**config.mk**
```make
export PLATFORM = sky130hd
export DESIGN_NAME = frame_flip_rotate_flat
export DESIGN_NICKNAME = d
export VERILOG_FILES = /design/src/rtl/core/ffr_pkg.sv /design/src/rtl/core/ffr_stream_if.sv /design/src/rtl/core/ffr_ram.sv /design/src/rtl/core/ffr_ctrl.sv /design/src/rtl/core/ffr_dp.sv /design/src/rtl/core/frame_flip_rotate.sv /design/src/flat_wrapper.sv
export VERILOG_INCLUDE_DIRS = /design/src /design/src/rtl/core
export SDC_FILE = /design/constraint.sdc
export NUM_CORES = 1
export LEC_CHECK = 0
export ABC_CLOCK_PERIOD_IN_PS = 5550
export BUFFER_PORTS_ARGS = -buffer_cell sky130_fd_sc_hd__buf_2
export CAP_MARGIN = 20
export CORE_UTILIZATION = 56
export DETAILED_ROUTE_END_ITERATION = 8
export PLACE_DENSITY = 0.76
export REMOVE_ABC_BUFFERS = 1
export SYNTH_ARGS = -nofsm -noshare
export SYNTH_HDL_FRONTEND = slang
export SYNTH_SLANG_ARGS = --single-unit
```
**constraint.sdc**
```tcl
create_clock -name clk_i -period 5.55 [get_ports clk_i]
set_input_delay 1.11 -clock clk_i [delete_from_list [all_inputs] [get_ports clk_i]]
set_output_delay 1.11 -clock clk_i [all_outputs]
set_load 0.02 [all_outputs]
```
**src/rtl/core/frame_flip_rotate_macros.svh**
```systemverilog
// Assertion macros shared by the frame_flip_rotate RTL.
// Included by the modules that carry concurrent assertions; no dependencies.
`ifndef FRAME_FLIP_ROTATE_MACROS_SVH
`define FRAME_FLIP_ROTATE_MACROS_SVH

// Property checked at every clock edge outside reset.
`define FFR_ASSERT(lbl, clk, rstn, prop, msg) \
  lbl: assert property (@(posedge clk) disable iff (!rstn) (prop)) else $error(msg);

// Antecedent in one cycle implies the consequent in the next.
`define FFR_ASSERT_NEXT(lbl, clk, rstn, ante, cons, msg) \
  lbl: assert property (@(posedge clk) disable iff (!rstn) (ante) |=> (cons)) else $error(msg);

`endif

```
**src/rtl/core/ffr_pkg.sv**
```systemverilog
// Shared types and constants of the frame flip/rotate block.
// No dependencies; used by ffr_ctrl, ffr_dp and frame_flip_rotate.
package ffr_pkg;

  localparam int unsigned PIX_W      = 8;
  localparam int unsigned CFG_IDX_W  = 2;
  localparam int unsigned CFG_DATA_W = 9;

  // configuration register indexes
  localparam logic [CFG_IDX_W-1:0] CFG_MODE   = 2'd0;
  localparam logic [CFG_IDX_W-1:0] CFG_WIDTH  = 2'd1;
  localparam logic [CFG_IDX_W-1:0] CFG_HEIGHT = 2'd2;

  localparam logic [CFG_DATA_W-1:0] DIM_RESET = 9'd256;

  // input item function codes
  localparam logic FUNC_LOAD  = 1'b0;
  localparam logic FUNC_FETCH = 1'b1;

  typedef enum logic [1:0] {
    MODE_MIRROR_X  = 2'd0,
    MODE_MIRROR_Y  = 2'd1,
    MODE_ROT_LEFT  = 2'd2,
    MODE_ROT_RIGHT = 2'd3
  } mode_e;

  typedef struct packed {
    logic             func;
    logic [PIX_W-1:0] red_in;
    logic [PIX_W-1:0] green_in;
    logic [PIX_W-1:0] blue_in;
  } in_item_t;

  typedef struct packed {
    logic [PIX_W-1:0] red_out;
    logic [PIX_W-1:0] green_out;
    logic [PIX_W-1:0] blue_out;
    logic             last;
  } out_item_t;

  // controller to datapath commands
  typedef struct packed {
    logic load_wr;   // write accepted pixel at load position
    logic pos_step;  // map output position to source row/col
    logic addr_step; // form linear store address
    logic rd_en;     // issue store read
    logic out_load;  // capture read data into output register
  } cmd_t;

endpackage

```
**src/rtl/core/ffr_stream_if.sv**
```systemverilog
// Valid/ready stream channel carrying one payload item per transfer.
// Payload type is set per instance; no other dependencies.
interface ffr_stream_if #(
  parameter type payload_t = logic
);
  logic     valid;
  logic     ready;
  payload_t data;

  modport source (output valid, output data, input ready);
  modport sink   (input valid, input data, output ready);
endinterface

```
**src/rtl/core/ffr_ram.sv**
```systemverilog
// Generic single-write, single-read RAM with registered read data.
// No dependencies.
module ffr_ram #(
  parameter int unsigned WIDTH = 24,
  parameter int unsigned DEPTH = 65536
) (
  input  logic                     clk_i,
  input  logic                     we_i,
  input  logic [$clog2(DEPTH)-1:0] waddr_i,
  input  logic [WIDTH-1:0]         wdata_i,
  input  logic                     re_i,
  input  logic [$clog2(DEPTH)-1:0] raddr_i,
  output logic [WIDTH-1:0]         rdata_o
);

  logic [WIDTH-1:0] mem_q [DEPTH];
  logic [WIDTH-1:0] rdata_q;

  always_ff @(posedge clk_i) begin
    if (we_i) begin
      mem_q[waddr_i] <= wdata_i;
    end
    if (re_i) begin
      rdata_q <= mem_q[raddr_i];
    end
  end

  assign rdata_o = rdata_q;

endmodule

```
**src/rtl/core/ffr_ctrl.sv**
```systemverilog
// Sequencer of the frame flip/rotate block: input/output handshakes, commands.
// Depends on ffr_pkg and frame_flip_rotate_macros.svh.
`include "frame_flip_rotate_macros.svh"

module ffr_ctrl (
  input  logic          clk_i,
  input  logic          rst_ni,
  input  logic          in_valid_i,
  input  logic          in_func_i,
  input  logic          out_ready_i,
  output logic          in_ready_o,
  output logic          out_valid_o,
  output ffr_pkg::cmd_t cmd_o
);

  localparam logic [2:0] S_IDLE = 3'd0;
  localparam logic [2:0] S_POS  = 3'd1;
  localparam logic [2:0] S_ADDR = 3'd2;
  localparam logic [2:0] S_READ = 3'd3;
  localparam logic [2:0] S_DATA = 3'd4;

  logic [2:0] state_q, state_d;
  logic       out_valid_q, out_valid_d;
  logic       in_xfer;
  logic       fetch_xfer;
  logic       data_wait;

  assign in_ready_o = (state_q == S_IDLE);
  assign in_xfer    = in_valid_i && in_ready_o;

  always_comb begin
    state_d     = state_q;
    out_valid_d = out_valid_q && !out_ready_i;
    cmd_o       = '0;
    unique case (state_q)
      S_IDLE: begin
        if (in_valid_i) begin
          if (in_func_i == ffr_pkg::FUNC_LOAD) begin
            cmd_o.load_wr = 1'b1;
          end else begin
            state_d = S_POS;
          end
        end
      end
      S_POS: begin
        cmd_o.pos_step = 1'b1;
        state_d        = S_ADDR;
      end
      S_ADDR: begin
        cmd_o.addr_step = 1'b1;
        state_d         = S_READ;
      end
      S_READ: begin
        cmd_o.rd_en = 1'b1;
        state_d     = S_DATA;
      end
      S_DATA: begin
        // wait here until the output register is free
        if (!out_valid_q || out_ready_i) begin
          cmd_o.out_load = 1'b1;
          out_valid_d    = 1'b1;
          state_d        = S_IDLE;
        end
      end
      default: begin
        state_d = S_IDLE;
      end
    endcase
  end

  always_ff @(posedge clk_i or negedge rst_ni) begin
    if (!rst_ni) begin
      state_q     <= S_IDLE;
      out_valid_q <= 1'b0;
    end else begin
      state_q     <= state_d;
      out_valid_q <= out_valid_d;
    end
  end

  assign out_valid_o = out_valid_q;

  assign fetch_xfer = in_xfer && (in_func_i == ffr_pkg::FUNC_FETCH);
  assign data_wait  = (state_q == S_DATA) && out_valid_q && !out_ready_i;

  `FFR_ASSERT_NEXT(a_fetch_starts, clk_i, rst_ni, fetch_xfer, state_q == S_POS, "no pos step")
  `FFR_ASSERT_NEXT(a_read_data, clk_i, rst_ni, state_q == S_READ, state_q == S_DATA, "read lost")
  `FFR_ASSERT(a_one_cmd, clk_i, rst_ni, $onehot0(cmd_o), "more than one datapath command at once")
  `FFR_ASSERT_NEXT(a_hold, clk_i, rst_ni, data_wait, state_q == S_DATA && out_valid_q, "lost")

endmodule

```
**src/rtl/core/ffr_dp.sv**
```systemverilog
// Datapath of the frame flip/rotate block: config registers, counters,
// address generation, frame store and output register. Depends on ffr_pkg, ffr_ram.
module ffr_dp #(
  parameter int unsigned MAX_WIDTH  = 256,
  parameter int unsigned MAX_HEIGHT = 256
) (
  input  logic                             clk_i,
  input  logic                             rst_ni,
  input  logic                             cfg_we_i,
  input  logic [ffr_pkg::CFG_IDX_W-1:0]    cfg_idx_i,
  input  logic [ffr_pkg::CFG_DATA_W-1:0]   cfg_wdata_i,
  input  ffr_pkg::in_item_t                in_data_i,
  input  ffr_pkg::cmd_t                    cmd_i,
  output ffr_pkg::out_item_t               out_data_o
);

  localparam int unsigned MAX_DIM = (MAX_WIDTH > MAX_HEIGHT) ? MAX_WIDTH : MAX_HEIGHT;
  localparam int unsigned DW      = $clog2(MAX_DIM + 1);
  localparam int unsigned PW      = $clog2(MAX_DIM);
  localparam int unsigned DEPTH   = MAX_WIDTH * MAX_HEIGHT;
  localparam int unsigned AW      = $clog2(DEPTH);
  localparam int unsigned TW      = $clog2(DEPTH + 1);
  localparam int unsigned LW      = PW + DW;
  localparam int unsigned PXW     = 3 * ffr_pkg::PIX_W;

  ffr_pkg::mode_e                 mode_q;
  logic [ffr_pkg::CFG_DATA_W-1:0] cfg_width_q, cfg_height_q;

  logic [DW-1:0]   w, h, ow, oh;
  logic [2*DW-1:0] area;
  logic [TW-1:0]   total;
  logic            rot;

  logic [AW-1:0] lc_q, lc_d, lc_start;
  logic [TW-1:0] lc_inc;

  logic [PW-1:0] row_q, row_d, col_q, col_d;
  logic [PW-1:0] r, c, sr, sc;
  logic [PW-1:0] sr_q, sc_q;
  logic [DW-1:0] col_inc, row_inc;
  logic          wrap, is_last;
  logic          last_q, last_out_q;
  logic [LW-1:0] lin;
  logic [AW-1:0] addr_q;

  logic [PXW-1:0] rdata;
  logic [PXW-1:0] pix_out_q;

  // configuration registers
  always_ff @(posedge clk_i or negedge rst_ni) begin
    if (!rst_ni) begin
      mode_q       <= ffr_pkg::MODE_MIRROR_X;
      cfg_width_q  <= ffr_pkg::DIM_RESET;
      cfg_height_q <= ffr_pkg::DIM_RESET;
    end else if (cfg_we_i) begin
      unique case (cfg_idx_i)
        ffr_pkg::CFG_MODE:   mode_q       <= ffr_pkg::mode_e'(cfg_wdata_i[1:0]);
        ffr_pkg::CFG_WIDTH:  cfg_width_q  <= cfg_wdata_i;
        ffr_pkg::CFG_HEIGHT: cfg_height_q <= cfg_wdata_i;
        default: ;
      endcase
    end
  end

  // zero is taken as 1, oversize as the maximum
  assign w = (cfg_width_q == '0) ? DW'(1) :
             (32'(cfg_width_q) > 32'(MAX_WIDTH)) ? DW'(MAX_WIDTH) : DW'(cfg_width_q);
  assign h = (cfg_height_q == '0) ? DW'(1) :
             (32'(cfg_height_q) > 32'(MAX_HEIGHT)) ? DW'(MAX_HEIGHT) : DW'(cfg_height_q);

  assign area  = (2*DW)'(w) * (2*DW)'(h);
  assign total = TW'(area);
  assign rot   = (mode_q == ffr_pkg::MODE_ROT_LEFT) || (mode_q == ffr_pkg::MODE_ROT_RIGHT);
  assign ow    = rot ? h : w;
  assign oh    = rot ? w : h;

  // load position, restarts when it lies beyond the current frame
  assign lc_start = (TW'(lc_q) >= total) ? '0 : lc_q;
  assign lc_inc   = TW'(lc_start) + TW'(1);
  assign lc_d     = (lc_inc >= total) ? '0 : AW'(lc_inc);

  // output position to source row/col
  always_comb begin
    wrap    = (DW'(row_q) >= oh) || (DW'(col_q) >= ow);
    r       = wrap ? '0 : row_q;
    c       = wrap ? '0 : col_q;
    is_last = (DW'(r) == oh - DW'(1)) && (DW'(c) == ow - DW'(1));
    col_inc = DW'(c) + DW'(1);
    row_inc = DW'(r) + DW'(1);
    if (col_inc >= ow) begin
      col_d = '0;
      row_d = (row_inc >= oh) ? '0 : PW'(row_inc);
    end else begin
      col_d = PW'(col_inc);
      row_d = r;
    end
    case (mode_q)
      ffr_pkg::MODE_MIRROR_X: begin
        sr = r;
        sc = PW'(w - DW'(1) - DW'(c));
      end
      ffr_pkg::MODE_MIRROR_Y: begin
        sr = PW'(h - DW'(1) - DW'(r));
        sc = c;
      end
      ffr_pkg::MODE_ROT_LEFT: begin
        sr = c;
        sc = PW'(w - DW'(1) - DW'(r));
      end
      default: begin
        sr = PW'(h - DW'(1) - DW'(c));
        sc = r;
      end
    endcase
  end

  always_ff @(posedge clk_i or negedge rst_ni) begin
    if (!rst_ni) begin
      lc_q  <= '0;
      row_q <= '0;
      col_q <= '0;
    end else begin
      if (cmd_i.load_wr) begin
        lc_q <= lc_d;
      end
      if (cmd_i.pos_step) begin
        row_q <= row_d;
        col_q <= col_d;
      end
    end
  end

  assign lin = LW'(sr_q) * LW'(w) + LW'(sc_q);

  always_ff @(posedge clk_i) begin
    if (cmd_i.pos_step) begin
      sr_q   <= sr;
      sc_q   <= sc;
      last_q <= is_last;
    end
    if (cmd_i.addr_step) begin
      addr_q <= AW'(lin);
    end
    if (cmd_i.out_load) begin
      pix_out_q  <= rdata;
      last_out_q <= last_q;
    end
  end

  ffr_ram #(
    .WIDTH (PXW),
    .DEPTH (DEPTH)
  ) u_store (
    .clk_i   (clk_i),
    .we_i    (cmd_i.load_wr),
    .waddr_i (lc_start),
    .wdata_i ({in_data_i.red_in, in_data_i.green_in, in_data_i.blue_in}),
    .re_i    (cmd_i.rd_en),
    .raddr_i (addr_q),
    .rdata_o (rdata)
  );

  assign out_data_o.red_out   = pix_out_q[PXW-1 -: ffr_pkg::PIX_W];
  assign out_data_o.green_out = pix_out_q[2*ffr_pkg::PIX_W-1 -: ffr_pkg::PIX_W];
  assign out_data_o.blue_out  = pix_out_q[ffr_pkg::PIX_W-1:0];
  assign out_data_o.last      = last_out_q;

endmodule

```
**src/rtl/core/frame_flip_rotate.sv**
```systemverilog
// Frame flip/rotate: frame store of RGB pixels with mirror and 90-degree rotate readout.
// Depends on ffr_pkg, ffr_stream_if, ffr_ctrl, ffr_dp, ffr_ram.
//
// Usage:
//   in_i carries items with func = load (store one pixel in raster order of the
//   loaded frame, no result) or func = fetch (return the next pixel of the
//   transformed frame, raster order of the output size; last flags its end).
//   out_o delivers one item per fetch through an output register.
//   Config (mode, img_width, img_height) is written through cfg_we_i/cfg_idx_i/
//   cfg_wdata_i while the block is idle. Load a full frame before fetching.
// Sequence:
//   A load leaves the block idle; in_i.ready stays high between loads, one per clock
//   while no fetch is in progress. A fetch occupies the block through transfer,
//   position mapping, address multiply-add, registered store read and output
//   capture; the result is valid once captured into the output register.
// Reset clears the counters, the output register valid and the config
// (mode mirror columns, 256 x 256); the store content is undefined until loaded.
// A stalled receiver holds the result; loads are still taken, and the next fetch
// runs to its capture step and waits there, input held off, until the output is free.
module frame_flip_rotate #(
  parameter int unsigned MAX_WIDTH  = 256,
  parameter int unsigned MAX_HEIGHT = 256
) (
  input  logic                           clk_i,
  input  logic                           rst_ni,
  input  logic                           cfg_we_i,
  input  logic [ffr_pkg::CFG_IDX_W-1:0]  cfg_idx_i,
  input  logic [ffr_pkg::CFG_DATA_W-1:0] cfg_wdata_i,
  ffr_stream_if.sink                     in_i,
  ffr_stream_if.source                   out_o
);

  ffr_pkg::cmd_t      cmd;
  ffr_pkg::in_item_t  in_data;
  ffr_pkg::out_item_t out_data;
  logic               in_ready;
  logic               out_valid;

  assign in_data = in_i.data;

  ffr_ctrl u_ctrl (
    .clk_i       (clk_i),
    .rst_ni      (rst_ni),
    .in_valid_i  (in_i.valid),
    .in_func_i   (in_data.func),
    .out_ready_i (out_o.ready),
    .in_ready_o  (in_ready),
    .out_valid_o (out_valid),
    .cmd_o       (cmd)
  );

  ffr_dp #(
    .MAX_WIDTH  (MAX_WIDTH),
    .MAX_HEIGHT (MAX_HEIGHT)
  ) u_dp (
    .clk_i       (clk_i),
    .rst_ni      (rst_ni),
    .cfg_we_i    (cfg_we_i),
    .cfg_idx_i   (cfg_idx_i),
    .cfg_wdata_i (cfg_wdata_i),
    .in_data_i   (in_data),
    .cmd_i       (cmd),
    .out_data_o  (out_data)
  );

  assign in_i.ready  = in_ready;
  assign out_o.valid = out_valid;
  assign out_o.data  = out_data;

endmodule
```
**src/flat_wrapper.sv**
```systemverilog
// flat-port wrapper written by rule: the top's interface ports become plain ports
module frame_flip_rotate_flat 
#(
  parameter int unsigned MAX_WIDTH  = 256,
  parameter int unsigned MAX_HEIGHT = 256
)
  (clk_i, rst_ni, cfg_we_i, cfg_idx_i, cfg_wdata_i, in_i_valid, in_i_data, in_i_ready, out_o_valid, out_o_data, out_o_ready);
  ffr_stream_if in_i_i ();
  ffr_stream_if out_o_i ();
  input  logic clk_i;
  input  logic rst_ni;
  input  logic cfg_we_i;
  input  logic [ffr_pkg::CFG_IDX_W-1:0] cfg_idx_i;
  input  logic [ffr_pkg::CFG_DATA_W-1:0] cfg_wdata_i;
  input wire logic [$bits(in_i_i.valid)-1:0] in_i_valid;
  input wire logic [$bits(in_i_i.data)-1:0] in_i_data;
  output wire logic [$bits(in_i_i.ready)-1:0] in_i_ready;
  output wire logic [$bits(out_o_i.valid)-1:0] out_o_valid;
  output wire logic [$bits(out_o_i.data)-1:0] out_o_data;
  input wire logic [$bits(out_o_i.ready)-1:0] out_o_ready;
  assign in_i_i.valid = in_i_valid;
  assign in_i_i.data = in_i_data;
  assign in_i_ready = in_i_i.ready;
  assign out_o_valid = out_o_i.valid;
  assign out_o_data = out_o_i.data;
  assign out_o_i.ready = out_o_ready;
  frame_flip_rotate #(.MAX_WIDTH(MAX_WIDTH), .MAX_HEIGHT(MAX_HEIGHT)) u_core (.clk_i(clk_i), .rst_ni(rst_ni), .cfg_we_i(cfg_we_i), .cfg_idx_i(cfg_idx_i), .cfg_wdata_i(cfg_wdata_i), .in_i(in_i_i), .out_o(out_o_i));
endmodule
```
==> metrics.txt, run 1 <==
# TYPE chip_impl_metric gauge
chip_impl_info{name="status",value="finished clean"} 1
chip_impl_metric{name="max_cap_viol_count",unit=""} 0
chip_impl_metric{name="first_pass_grt_wire_length",unit="mm"} 14.46
chip_impl_metric{name="setup_ws",unit="ps"} 355.2
chip_impl_metric{name="synth.distinct_cells",unit=""} 65
chip_impl_metric{name="synth_edf_count",unit=""} 2
chip_impl_metric{name="syn_inst",unit=""} 397
chip_impl_metric{name="wl_per_cell",unit="µm"} 17.85
chip_impl_metric{name="area.growth.synth_to_final",unit="%"} 7.401
chip_impl_metric{name="tmin_final",unit="ps"} 5195
chip_impl_metric{name="rows",unit=""} 28
chip_impl_metric{name="critical_path_s_largest_stage_delay",unit="ps"} 680
chip_impl_metric{name="cp.arrival",unit="ps"} 5390
chip_impl_metric{name="max_clock_freq",unit="GHz"} 0.1925
chip_impl_info{name="unrepaired_setup_endpoints_after_global_routing",value="false"} 1
chip_impl_metric{name="r2r.worst_path.cells",unit=""} 19
chip_impl_metric{name="worstPathRequired",unit="ps"} 5750
chip_impl_info{name="cts_tree",value="built"} 1
chip_impl_metric{name="grt_max_degree",unit=""} 40
chip_impl_metric{name="synthesis.area_per_instance",unit="µm²"} 9.156
chip_impl_metric{name="finalCoreUtilization",unit=""} 0.6404
chip_impl_metric{name="design.die.area",unit="µm²"} 6817
chip_impl_metric{name="place_worst_setup_slack",unit="ps"} 266.3
chip_impl_metric{name="cellLeakagePower",unit="nW"} 1.734
chip_impl_metric{name="number_of_sinks_on_the_clock_net",unit=""} 41
chip_impl_metric{name="yosys_register_bits",unit=""} 41
chip_impl_metric{name="hold_viol",unit=""} 0
chip_impl_metric{name="final_max_slew_viol_count",unit=""} 0
chip_impl_info{name="crit_path_start_kind",value="flop"} 1
chip_impl_metric{name="antenna_viol_nets_final",unit=""} 0
chip_impl_metric{name="syn-cell-area",unit="µm²"} 3635
chip_impl_metric{name="multiInputGateArea",unit="µm²"} 2421
chip_impl_info{name="r2r-end",value="u_core.u_dp.row_q[4]"} 1
chip_impl_metric{name="grt_antenna_before_repair",unit=""} 0
chip_impl_metric{name="cts.hold.buffers_added",unit=""} 0
chip_impl_metric{name="detailedPlacementHpwl",unit="mm"} 6.797
chip_impl_metric{name="route.detailed.drc",unit=""} 0
chip_impl_metric{name="seq_area_frac_synth",unit=""} 0.2857
chip_impl_metric{name="n_antenna_cell",unit=""} 0
chip_impl_metric{name="ir_drop",unit="mV"} 0.1895
chip_impl_metric{name="via_count",unit=""} 3171
chip_impl_metric{name="tightestPinTransition",unit="ps"} 879.8
chip_impl_metric{name="wl",unit="mm"} 8.816
chip_impl_info{name="critical_path.most_common_cell",value="sky130_fd_sc_hd__ha_1"} 1
chip_impl_metric{name="fp.dieW",unit="µm"} 82.57
chip_impl_metric{name="total_global_routing_overflow",unit=""} 0
chip_impl_metric{name="proportion_of_synthesized_flip_flops_having_asynchronous_set_or_reset",unit=""} 0.9512
chip_impl_metric{name="power-per-cell-area",unit="nW/µm²"} 294.0
chip_impl_metric{name="num-nets-final",unit=""} 473
chip_impl_metric{name="ioPinCount",unit=""} 20
chip_impl_info{name="clockRootBuffer",value="sky130_fd_sc_hd__clkbuf_8"} 1
chip_impl_metric{name="clock_latency",unit="ps"} 300
chip_impl_info{name="cp-startpoint",value="u_core.u_dp.cfg_height_q[8]"} 1
chip_impl_metric{name="gpl.final_weighted_congestion",unit=""} 0.9123
chip_impl_info{name="min_path_type",value="flop to flop"} 1
chip_impl_metric{name="global_route.usage.total",unit=""} 0.2833
chip_impl_metric{name="reg2reg_slack",unit="ps"} 360
chip_impl_metric{name="post_layout_nonfiller_instances",unit=""} 494
chip_impl_metric{name="seqCellArea",unit="µm²"} 1040
chip_impl_info{name="regToRegStartpoint",value="u_core.u_dp.cfg_height_q[8]"} 1
chip_impl_metric{name="coreArea",unit="µm²"} 6096
chip_impl_info{name="critical_path.slowest_cell",value="sky130_fd_sc_hd__dfstp_2"} 1
chip_impl_metric{name="first_global_vias",unit=""} 2999
chip_impl_metric{name="hold-worst-slack",unit="ps"} 455.1
chip_impl_metric{name="critPathMaxFanout",unit=""} 16
chip_impl_metric{name="slew_headroom",unit=""} 0.4135
chip_impl_metric{name="clkSlewWorstSetupHoldPaths",unit="ps"} 90
chip_impl_metric{name="place_inst",unit=""} 486
chip_impl_metric{name="report.final.setup_viol",unit=""} 0
chip_impl_metric{name="cts.htree.levels",unit=""} 2
chip_impl_info{name="critPathCaptureType",value="flop"} 1
chip_impl_metric{name="timing.setup.tns",unit="ps"} 0
chip_impl_info{name="worstSetupPathType",value="flop to flop"} 1
chip_impl_metric{name="die_y",unit="µm"} 82.57
chip_impl_metric{name="drt-pass1-iter-count",unit=""} 5
chip_impl_metric{name="post-route-period-util",unit=""} 0.9360
chip_impl_metric{name="clock_skew",unit="ps"} 8.298
chip_impl_info{name="critPathCapture",value="u_core.u_dp.row_q[4]"} 1
chip_impl_info{name="path_cells",value="inv_1, a31oi_1, ha_1, and3_1, o31ai_1, a31oi_1, a21o_1, buf_4, nor2_1, ha_1, nand2_1, xnor2_1, nor2_1, ha_1, o21a_1, o21ai_0, a21oi_1, or4_1, o32ai_1"} 1
chip_impl_metric{name="placement.io_buffers",unit=""} 17
chip_impl_metric{name="fillers",unit=""} 524
chip_impl_info{name="ys.flop_type",value="sky130_fd_sc_hd__dfrtp_1"} 1
chip_impl_metric{name="initialDrtViolationCount",unit=""} 214
chip_impl_metric{name="ys_warn_count",unit=""} 0
chip_impl_metric{name="clk_path_buf_depth",unit=""} 2
chip_impl_metric{name="drive_above_1_share",unit=""} 0.1742
chip_impl_metric{name="initial_utilization",unit=""} 0.5963
chip_impl_metric{name="routed_via_density",unit=""} 6.419
chip_impl_metric{name="cts_buffers",unit=""} 5
## where the power goes
| group | internal (W) | leakage (nW) | switching [W] |
|---|---|---|---|
| clock network | 0.0000888 | 0.0374 | 0.000116 |
| registers | 0.000329 | 0.521 | 0.0000450 |
| logic | 0.000251 | 1.18 | 0.000318 |
## layer usage
metal	up-vias	GRT usage	wire, µm
met2	77	0.4835	4235
met3	16	0.03516	290
met4	0	0.1034	163
met5	-	0	0
met1	1556	0.3659	4127
li1	1522	-	-
## logic make-up after synthesis
logic type,Yosys count,synth area share
simple gates,136,0.2151
compound gates,90,0.1749
flops,41,0.2857
buf+inv,39,0.04923
fa+ha+maj,38,0.1308
xor+xnor,29,0.06988
mux,24,0.07435
## layout by cell type (no fill, tap or decap), types with 10 or more instances in the layout
master and count:
sky130_fd_sc_hd__buf_2 17, sky130_fd_sc_hd__o21ai_0 13, sky130_fd_sc_hd__dfrtp_1 36, sky130_fd_sc_hd__nand2_1 17
sky130_fd_sc_hd__ha_1 38, sky130_fd_sc_hd__inv_1 25, sky130_fd_sc_hd__a21oi_1 14, sky130_fd_sc_hd__mux2_2 20
sky130_fd_sc_hd__nor2_1 29, sky130_fd_sc_hd__xnor2_1 22, sky130_fd_sc_hd__buf_4 11, sky130_fd_sc_hd__nor3b_1 11
sky130_fd_sc_hd__nand2b_1 10, sky130_fd_sc_hd__nand3_1 11
## registers in the layout, summed over array words and instances, names as in the netlist
signal                     count
u_core.u_ctrl.out_valid_o      1
u_core.u_ctrl.state_q          3
u_core.u_dp.cfg_height_q       9
u_core.u_dp.cfg_width_q        9
u_core.u_dp.col_q              8
u_core.u_dp.last_out_q         1
u_core.u_dp.last_q             1
u_core.u_dp.mode_q             1
u_core.u_dp.row_q              8
## how the worst min path moves through the flow
stage	from	to	cells past startpoint	slack, ps
after detailed placement	u_core.u_dp.last_q	u_core.u_dp.last_out_q	0	420
final	u_core.u_dp.last_q	u_core.u_dp.last_out_q	0	460
after global placement	u_core.u_dp.last_q	u_core.u_dp.last_out_q	0	420
after CTS	u_core.u_dp.last_q	u_core.u_dp.last_out_q	0	460
after floorplan	u_core.u_dp.last_q	u_core.u_dp.last_out_q	0	400
after global routing	u_core.u_dp.last_q	u_core.u_dp.last_out_q	0	470
## worst max-delay path: cells and delay by family (launching register included)
family | cells | cell delay (ps)
AO/OA/AOI/OAI | 8 | 1720
XOR/XNOR | 1 | 210
AND/OR/NAND/NOR | 5 | 1200
adder cells (fa/ha/maj) | 3 | 910
buffers and inverters | 2 | 370
flip-flops | 1 | 680
## synth_stat cells (3+ instances only)
cell type | n | area [µm²]
sky130_fd_sc_hd__a21o_1 | 8 | 60.06
sky130_fd_sc_hd__mux2_2 | 20 | 225.2
sky130_fd_sc_hd__nor3b_1 | 11 | 82.58
sky130_fd_sc_hd__a211o_1 | 5 | 43.79
sky130_fd_sc_hd__xnor2_1 | 22 | 192.7
sky130_fd_sc_hd__nor4_1 | 8 | 50.05
sky130_fd_sc_hd__nand3_1 | 11 | 55.05
sky130_fd_sc_hd__and3_1 | 7 | 43.79
sky130_fd_sc_hd__o22ai_1 | 6 | 37.54
sky130_fd_sc_hd__dfrtp_1 | 37 | 925.9
sky130_fd_sc_hd__nand4_1 | 3 | 18.77
sky130_fd_sc_hd__a21oi_1 | 15 | 75.07
sky130_fd_sc_hd__nand3b_1 | 8 | 60.06
sky130_fd_sc_hd__nand2_1 | 17 | 63.81
sky130_fd_sc_hd__o21ai_0 | 14 | 70.07
sky130_fd_sc_hd__o32ai_1 | 5 | 43.79
sky130_fd_sc_hd__mux2i_1 | 3 | 30.03
sky130_fd_sc_hd__nor3_1 | 9 | 45.04
sky130_fd_sc_hd__a211oi_1 | 5 | 37.54
sky130_fd_sc_hd__xor2_1 | 7 | 61.31
sky130_fd_sc_hd__ha_1 | 38 | 475.5
sky130_fd_sc_hd__a31oi_1 | 6 | 37.54
sky130_fd_sc_hd__inv_1 | 25 | 93.84
sky130_fd_sc_hd__nor2_1 | 29 | 108.9
sky130_fd_sc_hd__clkbuf_1 | 3 | 11.26
sky130_fd_sc_hd__or3b_2 | 5 | 43.79
sky130_fd_sc_hd__o211ai_1 | 4 | 30.03
sky130_fd_sc_hd__buf_2 | 4 | 20.02
sky130_fd_sc_hd__buf_6 | 3 | 33.78
sky130_fd_sc_hd__o41ai_1 | 4 | 35.03
sky130_fd_sc_hd__nand2b_1 | 10 | 62.56
## cell type report
type,instances,share of cell area
clock buffer,6,0.01859
tap,75,0.02404
timing repair buffer,28,0.04295
sequential,41,0.2663
inverter,25,0.02404
multi-input combinational,317,0.6202
clock inverter,2,0.003846
## per-stage QoR
stage          power [W]  area (µm²)
3_5_place_dp   0.0009384        3811
2_1_floorplan  0.0007709        3550
4_1_cts         0.001144        3899
3_3_place_gp   0.0009222        3811
6_report        0.001148        3904
5_1_grt         0.001221        3904
## what timing repair did
action	4_1_cts	5_1_grt
endpoints found under the setup margin	0	8
gates resized for setup	0	3
buffers inserted	0	0
(Power assumes the default switching activity.)
==> run 2, diff against run 1 <==
Settings changed: ABC_CLOCK_PERIOD_IN_PS 5550 to 4500.
Clock period 5.55 ns to 4.5 ns, I/O delays scaled along.
==> run 2 against run 1 <==
Effect of this change: the run now ends with setup timing left; design area grew 26%; sequential share of layout area shrank 5.5 points; via count grew 21%; final cell count grew 17%; wire length grew 41%; global-route usage grew 6.5 points; sequential cell count is the same; first-iteration DRC count grew 73%; combinational power grew 90%; register-to-register slack lost 630 ps; hold slack gained 77 ps; die area is the same; critical endpoint unchanged; largest cell class unchanged.
==> metrics.txt, run 2 (synthesis gave the netlist of run 1 again) <==
# TYPE chip_impl_metric gauge
chip_impl_metric{name="initial_utilization",unit=""} 0.5963
chip_impl_metric{name="critical_path_s_largest_stage_delay",unit="ps"} 560
chip_impl_metric{name="timing.setup.tns",unit="ps"} -2848
chip_impl_metric{name="drive_above_1_share",unit=""} 0.3992
chip_impl_metric{name="route.detailed.drc",unit=""} 0
chip_impl_info{name="unrepaired_setup_endpoints_after_global_routing",value="true"} 1
chip_impl_info{name="cts_tree",value="built"} 1
chip_impl_metric{name="initialDrtViolationCount",unit=""} 370
chip_impl_metric{name="drt-pass1-iter-count",unit=""} 5
chip_impl_info{name="clockRootBuffer",value="sky130_fd_sc_hd__clkbuf_8"} 1
chip_impl_metric{name="critical_path_cell_count",unit=""} 20
chip_impl_metric{name="max_cap_viol_count",unit=""} 0
chip_impl_metric{name="fp.dieW",unit="µm"} 82.57
chip_impl_metric{name="clk_path_buf_depth",unit=""} 2
chip_impl_metric{name="rows",unit=""} 28
chip_impl_metric{name="clkSlewWorstSetupHoldPaths",unit="ps"} 90
chip_impl_info{name="critical_path.slowest_cell",value="sky130_fd_sc_hd__or4_4"} 1
chip_impl_metric{name="worstPathBufferInverterCount",unit=""} 2
chip_impl_info{name="regToRegStartpoint",value="u_core.u_dp.cfg_width_q[7]"} 1
chip_impl_metric{name="antenna_viol_nets_final",unit=""} 0
chip_impl_metric{name="grt_antenna_before_repair",unit=""} 0
chip_impl_metric{name="via_count",unit=""} 3835
chip_impl_info{name="min-delay-start",value="u_core.u_dp.cfg_width_q[0]"} 1
chip_impl_info{name="min_path_type",value="flop to flop"} 1
chip_impl_info{name="worstSetupPathType",value="flop to flop"} 1
chip_impl_info{name="largest_registers",value="u_core.u_dp.cfg_height_q: 9 flops, u_core.u_dp.cfg_width_q: 9 flops"} 1
chip_impl_metric{name="report.final.setup_viol",unit=""} 16
chip_impl_metric{name="area.growth.synth_to_final",unit="%"} 35.18
chip_impl_info{name="status",value="complete, but fails checks"} 1
chip_impl_metric{name="post-route-period-util",unit=""} 1.060
chip_impl_metric{name="cts.htree.levels",unit=""} 2
chip_impl_metric{name="detailedPlacementHpwl",unit="mm"} 7.587
chip_impl_metric{name="slew_headroom",unit=""} 0.4093
chip_impl_info{name="crit_path_start_kind",value="flop"} 1
chip_impl_metric{name="wl",unit="mm"} 12.40
chip_impl_metric{name="design.die.area",unit="µm²"} 6817
chip_impl_metric{name="routed_via_density",unit=""} 6.658
chip_impl_info{name="final_cell_mix",value="87 x sky130_fd_sc_hd__buf_4, 37 x sky130_fd_sc_hd__dfrtp_1, 33 x sky130_fd_sc_hd__ha_1"} 1
chip_impl_info{name="critPathCaptureType",value="flop"} 1
chip_impl_info{name="cp_top_family",value="compound AO/OA/AOI/OAI gates"} 1
chip_impl_metric{name="r2r.worst_path.cells",unit=""} 20
chip_impl_info{name="r2r-end",value="u_core.u_dp.row_q[4]"} 1
chip_impl_info{name="final_common_cell",value="sky130_fd_sc_hd__buf_4"} 1
chip_impl_metric{name="post_layout_nonfiller_instances",unit=""} 576
chip_impl_metric{name="tmin_final",unit="ps"} 4770
chip_impl_metric{name="power-per-cell-area",unit="nW/µm²"} 359.0
chip_impl_metric{name="place_inst",unit=""} 543
chip_impl_metric{name="clock_latency",unit="ps"} 300
chip_impl_metric{name="die_y",unit="µm"} 82.57
chip_impl_metric{name="cp.arrival",unit="ps"} 4980
chip_impl_metric{name="clock_skew",unit="ps"} 5.146
chip_impl_metric{name="final_max_slew_viol_count",unit=""} 0
chip_impl_metric{name="cts_buffers",unit=""} 5
chip_impl_metric{name="coreArea",unit="µm²"} 6096
chip_impl_metric{name="tightestPinTransition",unit="ps"} 886.1
chip_impl_metric{name="placement.io_buffers",unit=""} 17
chip_impl_metric{name="total_global_routing_overflow",unit=""} 0
chip_impl_metric{name="num-nets-final",unit=""} 555
chip_impl_metric{name="ir_drop",unit="mV"} 0.2551
chip_impl_metric{name="reg2reg_slack",unit="ps"} -270
chip_impl_info{name="failed_checks",value="setup timing"} 1
chip_impl_metric{name="global_route.usage.total",unit=""} 0.3481
chip_impl_metric{name="setup_ws",unit="ps"} -269.9
chip_impl_metric{name="hold-worst-slack",unit="ps"} 531.9
chip_impl_metric{name="n_antenna_cell",unit=""} 0
chip_impl_metric{name="wl_per_cell",unit="µm"} 21.52
chip_impl_metric{name="first_global_vias",unit=""} 3549
chip_impl_metric{name="number_of_sinks_on_the_clock_net",unit=""} 41
chip_impl_metric{name="critPathMaxFanout",unit=""} 7
chip_impl_info{name="critPathCapture",value="u_core.u_dp.row_q[4]"} 1
chip_impl_info{name="path_cells",value="or4_4, o22ai_4, mux2_4, ha_4, nand2b_4, a21oi_2, o211ai_1, a21o_2, buf_6, nor2_4, ha_4, xnor2_1, inv_1, ha_1, nor2b_1, o21ai_0, a21o_1, a21oi_1, or4_4, o32ai_1"} 1
chip_impl_metric{name="cts.hold.buffers_added",unit=""} 0
chip_impl_metric{name="gpl.final_weighted_congestion",unit=""} 0.9632
chip_impl_metric{name="worstPathRequired",unit="ps"} 4710
chip_impl_metric{name="cellLeakagePower",unit="nW"} 2.231
chip_impl_metric{name="hold_viol",unit=""} 0
chip_impl_metric{name="finalCoreUtilization",unit=""} 0.8060
chip_impl_info{name="cp-startpoint",value="u_core.u_dp.cfg_width_q[7]"} 1
chip_impl_metric{name="grt_max_degree",unit=""} 40
chip_impl_metric{name="first_pass_grt_wire_length",unit="mm"} 17.42
chip_impl_metric{name="max_clock_freq",unit="GHz"} 0.2096
chip_impl_metric{name="ioPinCount",unit=""} 20
-- run 2: worst reg2reg max path, delay by kind of cell, from the launching register on --
family | cells | cell delay (ps)
multiplexers | 1 | 210
adder cells (fa/ha/maj) | 3 | 660
buffers and inverters | 2 | 250
AO/OA/AOI/OAI | 8 | 1520
XOR/XNOR | 1 | 160
flip-flops | 1 | 390
AND/OR/NAND/NOR | 5 | 1510
-- run 2: metal layers --
metal	wire length, µm	vias up	global-route usage
li1	-	1689	-
met1	4644	1835	0.4050
met2	6116	238	0.6264
met3	983	73	0.06593
met4	655	0	0.1379
met5	0	-	0
-- run 2: cell type report --
class | count | area (µm²)
Clock buffer | 6 | 72.57
Clock inverter | 2 | 15.01
Fill cell | 359 | 1182
Inverter | 25 | 93.84
Multi-Input combinational cell | 317 | 2794
Sequential cell | 41 | 1039
Tap cell | 75 | 93.84
Timing Repair Buffer | 110 | 805.8
-- run 2: worst min-delay path by stage --
stage | end | slack, ps | cells past startpoint
after floorplan | u_core.u_dp.last_out_q | 400 | 0
after global placement | u_core.u_dp.cfg_height_q[0] | 500 | 1
after detailed placement | u_core.u_dp.last_out_q | 490 | 0
after CTS | u_core.u_dp.last_out_q | 530 | 0
after global routing | u_core.u_dp.last_out_q | 540 | 0
final | u_core.u_dp.cfg_width_q[0] | 530 | 1
-- run 2: where the power goes --
| group | switching [W] | leakage, nW | total [W] | internal [W] |
|---|---|---|---|---|
| logic | 0.000574 | 1.67 | 0.00108 | 0.000505 |
| registers | 0.0000279 | 0.522 | 0.000433 | 0.000406 |
| clock network | 0.000142 | 0.0374 | 0.000252 | 0.000110 |
| total | 0.000744 | 2.23 | 0.00176 | 0.00102 |
-- run 2: what timing repair did --
item / 4_1_cts / 5_1_grt
pin swaps: 21 / 29
endpoints found under the setup margin: 8 / 17
buffers inserted: 26 / 7
endpoints found under the hold margin: 0 / 0
gates resized for setup: 32 / 42
-- run 2: stage by stage --
| stage | power [W] | area [µm²] | setup WS [ps] |
|---|---|---|---|
| global route | 0.001836 | 4913 | -491.0 |
| CTS | 0.001628 | 4693 | -56.16 |
| detailed placement | 0.001292 | 4239 | -352.0 |
| floorplan | 0.0009508 | 3550 | -629.1 |
| finish | 0.001764 | 4913 | -269.9 |
| global placement | 0.001266 | 4239 | -214.1 |
